File: config.mk
export PLATFORM = sky130hd
export DESIGN_NAME = gidp_queue
export DESIGN_NICKNAME = d
export VERILOG_FILES = /design/src/design/gidp_pkg.sv /design/src/design/gidp_queue.sv
export SDC_FILE = /design/constraint.sdc
export NUM_CORES = 1
export LEC_CHECK = 0
export ABC_CLOCK_PERIOD_IN_PS = 4200
export BUFFER_PORTS_ARGS = -buffer_cell sky130_fd_sc_hd__buf_4
export CORE_ASPECT_RATIO = 0.8
export CORE_UTILIZATION = 25
export CTS_CLUSTER_SIZE = 10
export DETAILED_ROUTE_END_ITERATION = 6
export GPL_ROUTABILITY_DRIVEN = 0
export HOLD_SLACK_MARGIN = 0.02
export SETUP_SLACK_MARGIN = 0.4
export SLEW_MARGIN = 20
export SYNTH_ARGS = -nofsm -noshare
export SYNTH_HDL_FRONTEND = slang
export SYNTH_SLANG_ARGS = --single-unit
File: constraint.sdc
create_clock -name clock -period 4.2 [get_ports clock]
set_input_delay 0.42 -clock clock [delete_from_list [all_inputs] [get_ports clock]]
set_output_delay 0.42 -clock clock [all_outputs]
set_load 0.005 [all_outputs]
File: src/design/gidp_pkg.sv
package gidp_pkg;

   localparam int ElemWidth    = 8;
   localparam int ScaleWidth   = 32;
   localparam int GroupWidth   = 32;
   localparam int RowWidth     = 64;
   localparam int FracBits     = 24;
   localparam int ReqDataWidth = 2 * ElemWidth + 2 * ScaleWidth;
   localparam int QueueDepth   = 4;

   // one closed group waiting for its fold
   typedef struct packed {
      logic                  row_end;
      logic [ScaleWidth-1:0] act_scale;
      logic [ScaleWidth-1:0] weight_scale;
      logic [GroupWidth-1:0] group_sum;
   } fold_req_type;

endpackage

File: src/design/gidp_queue.sv
module gidp_queue #(
   parameter int DEPTH = gidp_pkg::QueueDepth
) (
   input  logic                   clock,
   input  logic                   reset,
   input  logic                   push,
   input  gidp_pkg::fold_req_type push_data,
   input  logic                   pop,
   output gidp_pkg::fold_req_type pop_data,
   output logic                   full,
   output logic                   empty
);
   import gidp_pkg::*;

   localparam int PtrWidth   = $clog2(DEPTH);
   localparam int CountWidth = $clog2(DEPTH + 1);
   localparam logic [PtrWidth-1:0]   LastSlot  = PtrWidth'(DEPTH - 1);
   localparam logic [CountWidth-1:0] FullCount = CountWidth'(DEPTH);

   fold_req_type          slots_ff [DEPTH];
   logic [PtrWidth-1:0]   wr_ptr_ff;
   logic [PtrWidth-1:0]   wr_ptr_in;
   logic [PtrWidth-1:0]   rd_ptr_ff;
   logic [PtrWidth-1:0]   rd_ptr_in;
   logic [CountWidth-1:0] count_ff;
   logic [CountWidth-1:0] count_in;
   logic                  do_push;
   logic                  do_pop;

   assign full     = (count_ff == FullCount);
   assign empty    = (count_ff == '0);
   assign do_push  = push && !full;
   assign do_pop   = pop && !empty;
   assign pop_data = slots_ff[rd_ptr_ff];

   always_comb begin
      wr_ptr_in = wr_ptr_ff;
      rd_ptr_in = rd_ptr_ff;
      count_in  = count_ff;
      if (do_push) begin
         wr_ptr_in = (wr_ptr_ff == LastSlot) ? '0 : wr_ptr_ff + 1'b1;
      end
      if (do_pop) begin
         rd_ptr_in = (rd_ptr_ff == LastSlot) ? '0 : rd_ptr_ff + 1'b1;
      end
      if (do_push && !do_pop) begin
         count_in = count_ff + 1'b1;
      end else if (do_pop && !do_push) begin
         count_in = count_ff - 1'b1;
      end
   end

   always_ff @(posedge clock) begin
      if (do_push) begin
         slots_ff[wr_ptr_ff] <= push_data;
      end
   end

   always_ff @(posedge clock) begin
      if (reset) begin
         wr_ptr_ff <= '0;
         rd_ptr_ff <= '0;
         count_ff  <= '0;
      end else begin
         wr_ptr_ff <= wr_ptr_in;
         rd_ptr_ff <= rd_ptr_in;
         count_ff  <= count_in;
      end
   end

endmodule

==> metrics <==
YS warnings=0; drt first-iter violations=385; critical path arrival=2530 ps; slew at the pin with the worst max-slew slack=801 ps; final setup fails=0; global route overflow=0; largest net degree at the start of global routing=98; post-CTS setup buffers=0; post-DR vias/cell=4.14; CTS Sinks=397; first-pass detailed-route iteration total=4; Boundary Pins=200; Die ar.=58800 sq um; WP buf/inv=2; fin crit period=2950 ps; CP Launch Type=flip-flop; post-synthesis simple-gate area fraction=0.00589; main combinational cell family by area after synthesis=multiplexers; GR Util All Layers=0.105; PnR worst setup slack=1250 ps; Mapped Nets=665; FF-to-FF setup slack=1850 ps; Pwr Density=564 nW/um^2; Die X=271 um; critical path type=flip-flop to output port; multiplexer share of the synthesized area=0.153; final hold violations=0; Worst IR Drop VDD=0.283 mV; total wire length=30600 um; post-synthesis compound-gate area fraction=0.00312; status=finished, final reports clean; PortBufs=199; number of global-route vias before repair=7498; row count=78; register area share after synthesis=0.818; Clk pin slew, worst setup/hold paths=50 ps; TNS Setup=0 ps; Hold Path Class=input port to flip-flop; WL per Instance=18.6 um; share of layout cells above drive strength 1=0.418; kind of end point of the critical path=output port; clock skew after layout=15.5 ps; Area after DPL=16900 sq um; CP top delay family=flip-flops; register area=11800 sq um; Bufs on Longest Clock Path=3; Post-DRT Antenna Nets=0; DR DRC count=0; area occupied by multi-input gates=2470 sq um; crit-path max FO=35; Final Cycle Share=0.703; starting density of the core=0.254; # fillers=5334; CTS HTree Levels=2; Max stage delay on crit path=810 ps; Post-Synth Adder-Cell Area=0.00658; HPWL after DPL=16900 um; Synth Area in XOR/XNOR=0.00121; maxcap violations=0; first-pass GRT wire length=46300 um; static leakage=6.22 nW; synthesis-to-finish area growth=30.7%; clock root buffer=clkbuf_16; synthesized instance count=557; Setup Slack @ Placement=1720 ps; Critical Path RT=3780 ps; Critical Path Slowest Stage Cell=dfxtp_4; f_max=339 MHz; Seq cells post-synth=397; Slew HR=0.466; synthesized area per cell=26.0 sq um; clock latency on the worst-skew pair=570 ps; CTS tree=done; Slew Viols, Final=0; Num CTS Buffers=47; Mapped Area=14500 sq um; CP cell instances=buf_12 > mux4_2 > buf_4; die height=217 um; Vias=6784; Final nets=966; post-cts sizing count=0; core footprint=56900 sq um; design area=18900 sq um; RSZ-0062 raised after global routing=no; post-synth cell types=24; antenna violations before repair=2
-- power breakdown --
part / switching (mW) / internal (mW)
registers: 0.155 / 4.80
logic: 0.974 / 1.24
clock network: 1.48 / 2.02
total: 2.61 / 8.06
-- final cells by class --
type	count	area share
diodes	3	0.000397
clock buffers	60	0.0648
clock inverters	7	0.00311
inverters	5	0.000993
multi-input cells	131	0.131
flip-flops and latches	397	0.627
well taps	760	0.0503
repair buffers	276	0.123
-- state kept, by name, summed over array words and instances (netlist names), named ones only --
name       flops
rd_ptr_ff      2
wr_ptr_ff      2
count_ff       3
slots_ff     388
-- per-layer routing --
metal / track usage / vias to the layer above / routed length, um / share of wire
li1: - / 2995 / - / -
met1: 0.143 / 3542 / 13700 / 0.45
met2: 0.158 / 195 / 13900 / 0.45
met3: 0.0340 / 50 / 2310 / 0.075
met4: 0.0347 / 2 / 623 / 0.020
met5: 0 / - / 13 / 0.00043
-- synth_stat cells, drive strengths merged --
master,number,area [sq um]
or3,2,12.5
or3b,1,8.76
a21oi,3,15.0
o21ai,2,10.0
nor2,4,15.0
clkbuf,7,26.3
ha,6,75.1
inv,5,18.8
xor2,2,17.5
dfxtp,9,180
nor3,2,10.0
mux2i,2,20.0
nand2,1,3.75
o31ai,2,20.0
fa,1,20.0
nand3,2,10.0
buf,17,131
edfxtp,388,11700
mux4,97,2180
and3,4,25.0
-- final timing paths --
path            startpoint              end  cells after the start
max reg2reg    count_ff[0]   slots_ff[0][8]                      3
min          push_data[63]  slots_ff[3][63]                      1
max              flip-flop     pop_data[17]                      3
min reg2reg   rd_ptr_ff[0]        flip-flop                      2
-- kinds of logic (layout without fill, tap and decap cells) --
group	after synthesis	count (layout)
flops	397	397
mux	99	99
buf+inv	29	348
simple gates	16	16
fa+ha+maj	7	7
compound gates	7	7
xor+xnor	2	2
other cells	0	3
-- cells in the final DEF, fill, tap and decap left out, types with 3 or more instances in the layout --
cell | netlist | layout
a21oi_1 | 3 | 3
and3_4 | 0 | 4
buf_12 | 0 | 7
buf_4 | 0 | 202
clkbuf_1 | 7 | 13
clkbuf_16 | 0 | 47
dfxtp_1 | 9 | 7
diode_2 | 0 | 3
dlygate4sd3_1 | 0 | 67
edfxtp_1 | 388 | 388
ha_1 | 6 | 6
inv_1 | 4 | 4
mux4_2 | 97 | 97
nor2_1 | 4 | 4
-- what timing repair did --
action,in CTS,in global routing
hold buffers,67,0
setup endpoints to repair,0,0
endpoints found under the hold margin,255,0
-- stage by stage --
stage,power (mW),hold slack [ps],utilization,std cells
finish,10.7,63.0,0.332,1639
global route,11.2,29.0,0.332,1637
CTS,10.9,20.8,0.332,1636
detailed placement,7.26,487,0.298,1502
global placement,7.23,479,0.298,1502
floorplan,6.18,463,-,557
-- worst reg2reg max path: stages, from the launching register on --
cell and delay (ps):
dfxtp_1 430, or3b_1 290, and3_4 740, buf_12 480
(Power assumes the default switching activity.)
