## src/design/gidp_pkg.sv

```systemverilog
package gidp_pkg;

   localparam int ElemWidth    = 8;
   localparam int ScaleWidth   = 32;
   localparam int GroupWidth   = 32;
   localparam int RowWidth     = 64;
   localparam int FracBits     = 24;
   localparam int ReqDataWidth = 2 * ElemWidth + 2 * ScaleWidth;
   localparam int QueueDepth   = 4;

   // one closed group waiting for its fold
   typedef struct packed {
      logic                  row_end;
      logic [ScaleWidth-1:0] act_scale;
      logic [ScaleWidth-1:0] weight_scale;
      logic [GroupWidth-1:0] group_sum;
   } fold_req_type;

endpackage

```

## src/design/gidp_front.sv

```systemverilog
module gidp_front (
   input  logic                            clock,
   input  logic                            reset,
   input  logic                            req_tvalid,
   output logic                            req_tready,
   input  logic [gidp_pkg::ReqDataWidth-1:0] req_tdata,
   input  logic                            req_tuser,
   input  logic                            req_tlast,
   input  logic                            queue_full,
   output logic                            push,
   output gidp_pkg::fold_req_type          push_data
);
   import gidp_pkg::*;

   logic [GroupWidth-1:0]       group_sum_ff;
   logic [GroupWidth-1:0]       group_sum_in;
   logic signed [ElemWidth-1:0] weight_value;
   logic signed [ElemWidth-1:0] act_value;
   logic signed [2*ElemWidth-1:0] product;
   logic [GroupWidth-1:0]       total;
   logic                        accept;
   logic                        closes_group;

   assign weight_value = req_tdata[ElemWidth-1:0];
   assign act_value    = req_tdata[2*ElemWidth-1:ElemWidth];
   assign product      = weight_value * act_value;
   assign total        = group_sum_ff + GroupWidth'(product);

   assign req_tready   = !queue_full;
   assign accept       = req_tvalid && req_tready;
   assign closes_group = req_tuser || req_tlast;

   assign push                   = accept && closes_group;
   assign push_data.row_end      = req_tlast;
   assign push_data.weight_scale = req_tdata[2*ElemWidth+ScaleWidth-1:2*ElemWidth];
   assign push_data.act_scale    = req_tdata[ReqDataWidth-1:2*ElemWidth+ScaleWidth];
   assign push_data.group_sum    = total;

   always_comb begin
      group_sum_in = group_sum_ff;
      if (accept) begin
         group_sum_in = closes_group ? '0 : total;
      end
   end

   always_ff @(posedge clock) begin
      if (reset) begin
         group_sum_ff <= '0;
      end else begin
         group_sum_ff <= group_sum_in;
      end
   end

endmodule

```

## config.mk

```make
export PLATFORM = sky130hd
export DESIGN_NAME = gidp_front
export DESIGN_NICKNAME = d
export VERILOG_FILES = /design/src/design/gidp_pkg.sv /design/src/design/gidp_front.sv
export SDC_FILE = /design/constraint.sdc
export NUM_CORES = 1
export LEC_CHECK = 0
export BUFFER_PORTS_ARGS = -buffer_cell sky130_fd_sc_hd__buf_4
export CAP_MARGIN = 20
export CORE_UTILIZATION = 30
export CTS_CLUSTER_DIAMETER = 60
export DETAILED_ROUTE_END_ITERATION = 12
export PLACE_DENSITY_LB_ADDON = 0.08
export RECOVER_POWER = 100
export SYNTH_ARGS = -nofsm -noshare
export SYNTH_HDL_FRONTEND = slang
export SYNTH_SLANG_ARGS = --single-unit
export TNS_END_PERCENT = 10
```

## constraint.sdc

```tcl
create_clock -name clock -period 7 [get_ports clock]
set_clock_uncertainty 0.2 [all_clocks]
set_input_delay 0.35 -clock clock [delete_from_list [all_inputs] [get_ports clock]]
set_output_delay 0.35 -clock clock [all_outputs]
set_load 0.02 [all_outputs]
```

==> metrics.md <==
| Metric | Value |
|---|---|
| Status | complete, no violations |
| CP Capture Type | output pin |
| Area of the multi-input gates | 4580 sq um |
| Final WL | 15300 um |
| Global routing usage on met2 | 24.8% |
| GRT overflow | 0 |
| Synth Net Count | 905 |
| Largest net degree at the start of global routing | 23 |
| Post-synth ARST share | 0% |
| Vias | 5072 |
| Die height | 141 um |
| DR pass1 iterations | 4 |
| Sequential Area | 641 sq um |
| Via density | 4.74 |
| Least-Margin Pin Slew | 1140 ps |
| Hold depth | 2 |
| Fin nets | 1014 |
| Bufs on Longest Clock Path | 2 |
| Synthesis-to-finish area growth | 27.1% |
| CTS tree | yes |
| # fillers | 1962 |
| Syn Inst Count | 701 |
| Root Driver | clkbuf_16 |
| Post-DRT Antenna Nets | 0 |
| Placement Rows | 50 |
| # Max-Cap Violations | 0 |
| IO buf count | 56 |
| Hold_buf cts | 0 |
| Reg with most FFs | group_sum_ff |
| Mapped Area | 5810 sq um |
| Placed inst area | 6900 sq um |
| GPL Wtd Cong | 0.844 |
| Hold path start | reset |
| Grt peak-use layer | met2 |
| Ys flop type | dfxtp_1 |
| Hold Path End | group_sum_ff[4]$_SDFFE_PP0P_ |
| Ant diodes | 0 |
| Yosys reg bits | 32 |
| Cell area after layout | 7380 sq um |
| Post-DP HPWL | 12600 um |
| Top Ports | 185 |
| Core Util, Final | 39.2% |
| CP max FO | 6 |
| Chip width | 141 um |
| Starting density of the core | 30.8% |
| Hold Vio Cnt, Final | 0 |
| Drt wl/cell | 14.3 um |
| Post-synthesis sequential area ratio | 11.0% |
| Placeable Area | 18800 sq um |
| Die footprint | 19900 sq um |
| Number of flops mapped to enable cells by yosys | 0 |
| Worst-path clk slew | 60 ps |
| Largest area contributor in the netlist | fa_1 |
| Sink Count | 32 |
| Clk_lat worst skew | 280 ps |
| Initial antenna violation count | 0 |
| Fin. max-slew vios | 0 |
| Cell variety after synth | 58 |
| Crit path DAT | 6360 ps |
| First-pass GRT wire length | 24900 um |
| FF-to-FF Start | group_sum_ff[0]$_SDFFE_PP0P_ |
| Reg2reg path depth | 13 |
| Final setup viols | 0 |
| RSZ-0062 raised after global routing | yes |
| Fin crit share | 98.7% |
| Slew margin rel. | 23.7% |
| Minimum clock period | 6910 ps |
| Most common cell after layout, fill and taps aside | buf_4 |
| Syn avg cell area | 8.29 sq um |
| Top cells by area, synth | fa_1 (19%), ha_1 (13%), dfxtp_1 (11%), buf_4 (8.5%), inv_1 (6.7%) |
| End of the worst register-to-register path | group_sum_ff[28]$_SDFFE_PP0P_ |
| Fmax | 145 MHz |
| GRT met3 Usage | 1.97% |
| Cell Count, Final, Fillers Out | 1070 |
| Cells after DPL | 1052 |
| Iteration-0 DRC Markers | 205 |
| Setup crit start kind | input port |
| Top cell type's share of synthesized area | 19.3% |
| Layout cells sized above 1 | 29.1% |
| Reg2reg setup slack | 3810 ps |
| Worst Hold Class | input port to flop |
| Yosys warns | 0 |
| Crit path kind | input port to output pin |
| H-Tree Depth | 2 |
| Max reg flops | 32 |
| Total GRT Usage | 15.6% |
| Met1 global-route usage | 22.5% |
| Most frequent cells in the layout | buf_4 (147), inv_1 (94), fa_1 (55), ha_1 (49), and2_1 (43) |
| WP data required | 6450 ps |
| Largest regs | group_sum_ff (32) |
| # DRC | 0 |
| Vias in the first global route | 4917 |
| CTS buffer count | 5 |
## worst max path at each step
stage / start / end / slack (ps) / cells past startpoint
final: req_tdata[10] / push_data[31] / 90 / 27
after floorplan: req_tdata[11] / push_data[31] / 10 / 25
after global placement: req_tdata[12] / push_data[24] / -400 / 25
after CTS: req_tdata[11] / push_data[31] / 6 / 28
after detailed placement: req_tdata[12] / push_data[24] / -390 / 25
after global routing: req_tdata[6] / push_data[31] / -100 / 27
## per-stage QoR
stage / TNS, ps / worst slack, ps / hold slack, ps
after CTS: 0 / 6.45 / 250
after detailed placement: -3070 / -392 / 273
after floorplan: 0 / 12.1 / 243
final: 0 / 90.2 / 246
after global routing: -286 / -99.0 / 260
after global placement: -3550 / -396 / 279
## cells by family (layout without fill, tap and decap cells)
| kind of cell | after synthesis | count (layout) | share of synthesized area [%] |
|---|---|---|---|
| xor+xnor | 36 | 36 | 5.43 |
| fa+ha+maj | 118 | 118 | 32.7 |
| flops | 32 | 32 | 11.0 |
| buf+inv | 180 | 289 | 16.0 |
| compound gates | 150 | 150 | 17.9 |
| simple gates | 179 | 179 | 15.9 |
| mux | 6 | 6 | 1.06 |
## routing by layer
metal,wire length (um),share of wire [%]
met5,0,0
met4,198,1.3
met3,427,2.8
met2,6960,46
met1,7690,50
## cells in the mapped netlist (7+ instances only)
library cell / n
inv_1: 103
buf_4: 66
ha_1: 62
fa_1: 56
and2_1: 52
nor2_1: 39
nand2_1: 36
a21oi_1: 35
dfxtp_1: 32
xnor2_1: 24
o21ai_0: 23
a22oi_1: 18
xor2_1: 12
a21o_1: 11
nor2b_1: 11
clkbuf_1: 10
a211o_1: 7
nor3_1: 7
## final cells by class
| type | instances | share of cell area (%) |
|---|---|---|
| Clock buffer | 6 | 1.75 |
| Clock inverter | 1 | 0.0678 |
| Inverter | 103 | 5.24 |
| Multi-Input combinational cell | 489 | 62.0 |
| Sequential cell | 32 | 8.68 |
| Tap cell | 260 | 4.41 |
| Timing Repair Buffer | 179 | 17.8 |
## critical path: stages
cell and delay (ps):
buf_4 150, and2_4 160, fa_1 550, inv_2 40, fa_1 510, inv_2 40, fa_1 480, inv_2 40
fa_1 510, inv_2 50, ha_4 240, a2111oi_4 340, buf_4 180, o31ai_4 80, o41ai_2 300, xnor2_2 120
buf_6 140, buf_6 130, ha_4 280, nand4_1 120, or2_4 290, buf_4 140, o21a_4 220, or3_1 330
a31o_1 240, and2_2 190, buf_6 120
## repair_timing
| item | in CTS | in global routing |
|---|---|---|
| gates resized for setup | 35 | 49 |
| hold endpoints to repair | 0 | 0 |
| setup endpoints to repair | 10 | 15 |
| pin swaps | 17 | 31 |
| setup buffers | 6 | 5 |
| gates cloned | 0 | 0 |
Power is not shown: default switching activity piles up to over one toggle a cycle in this logic, so the estimate is an artifact.
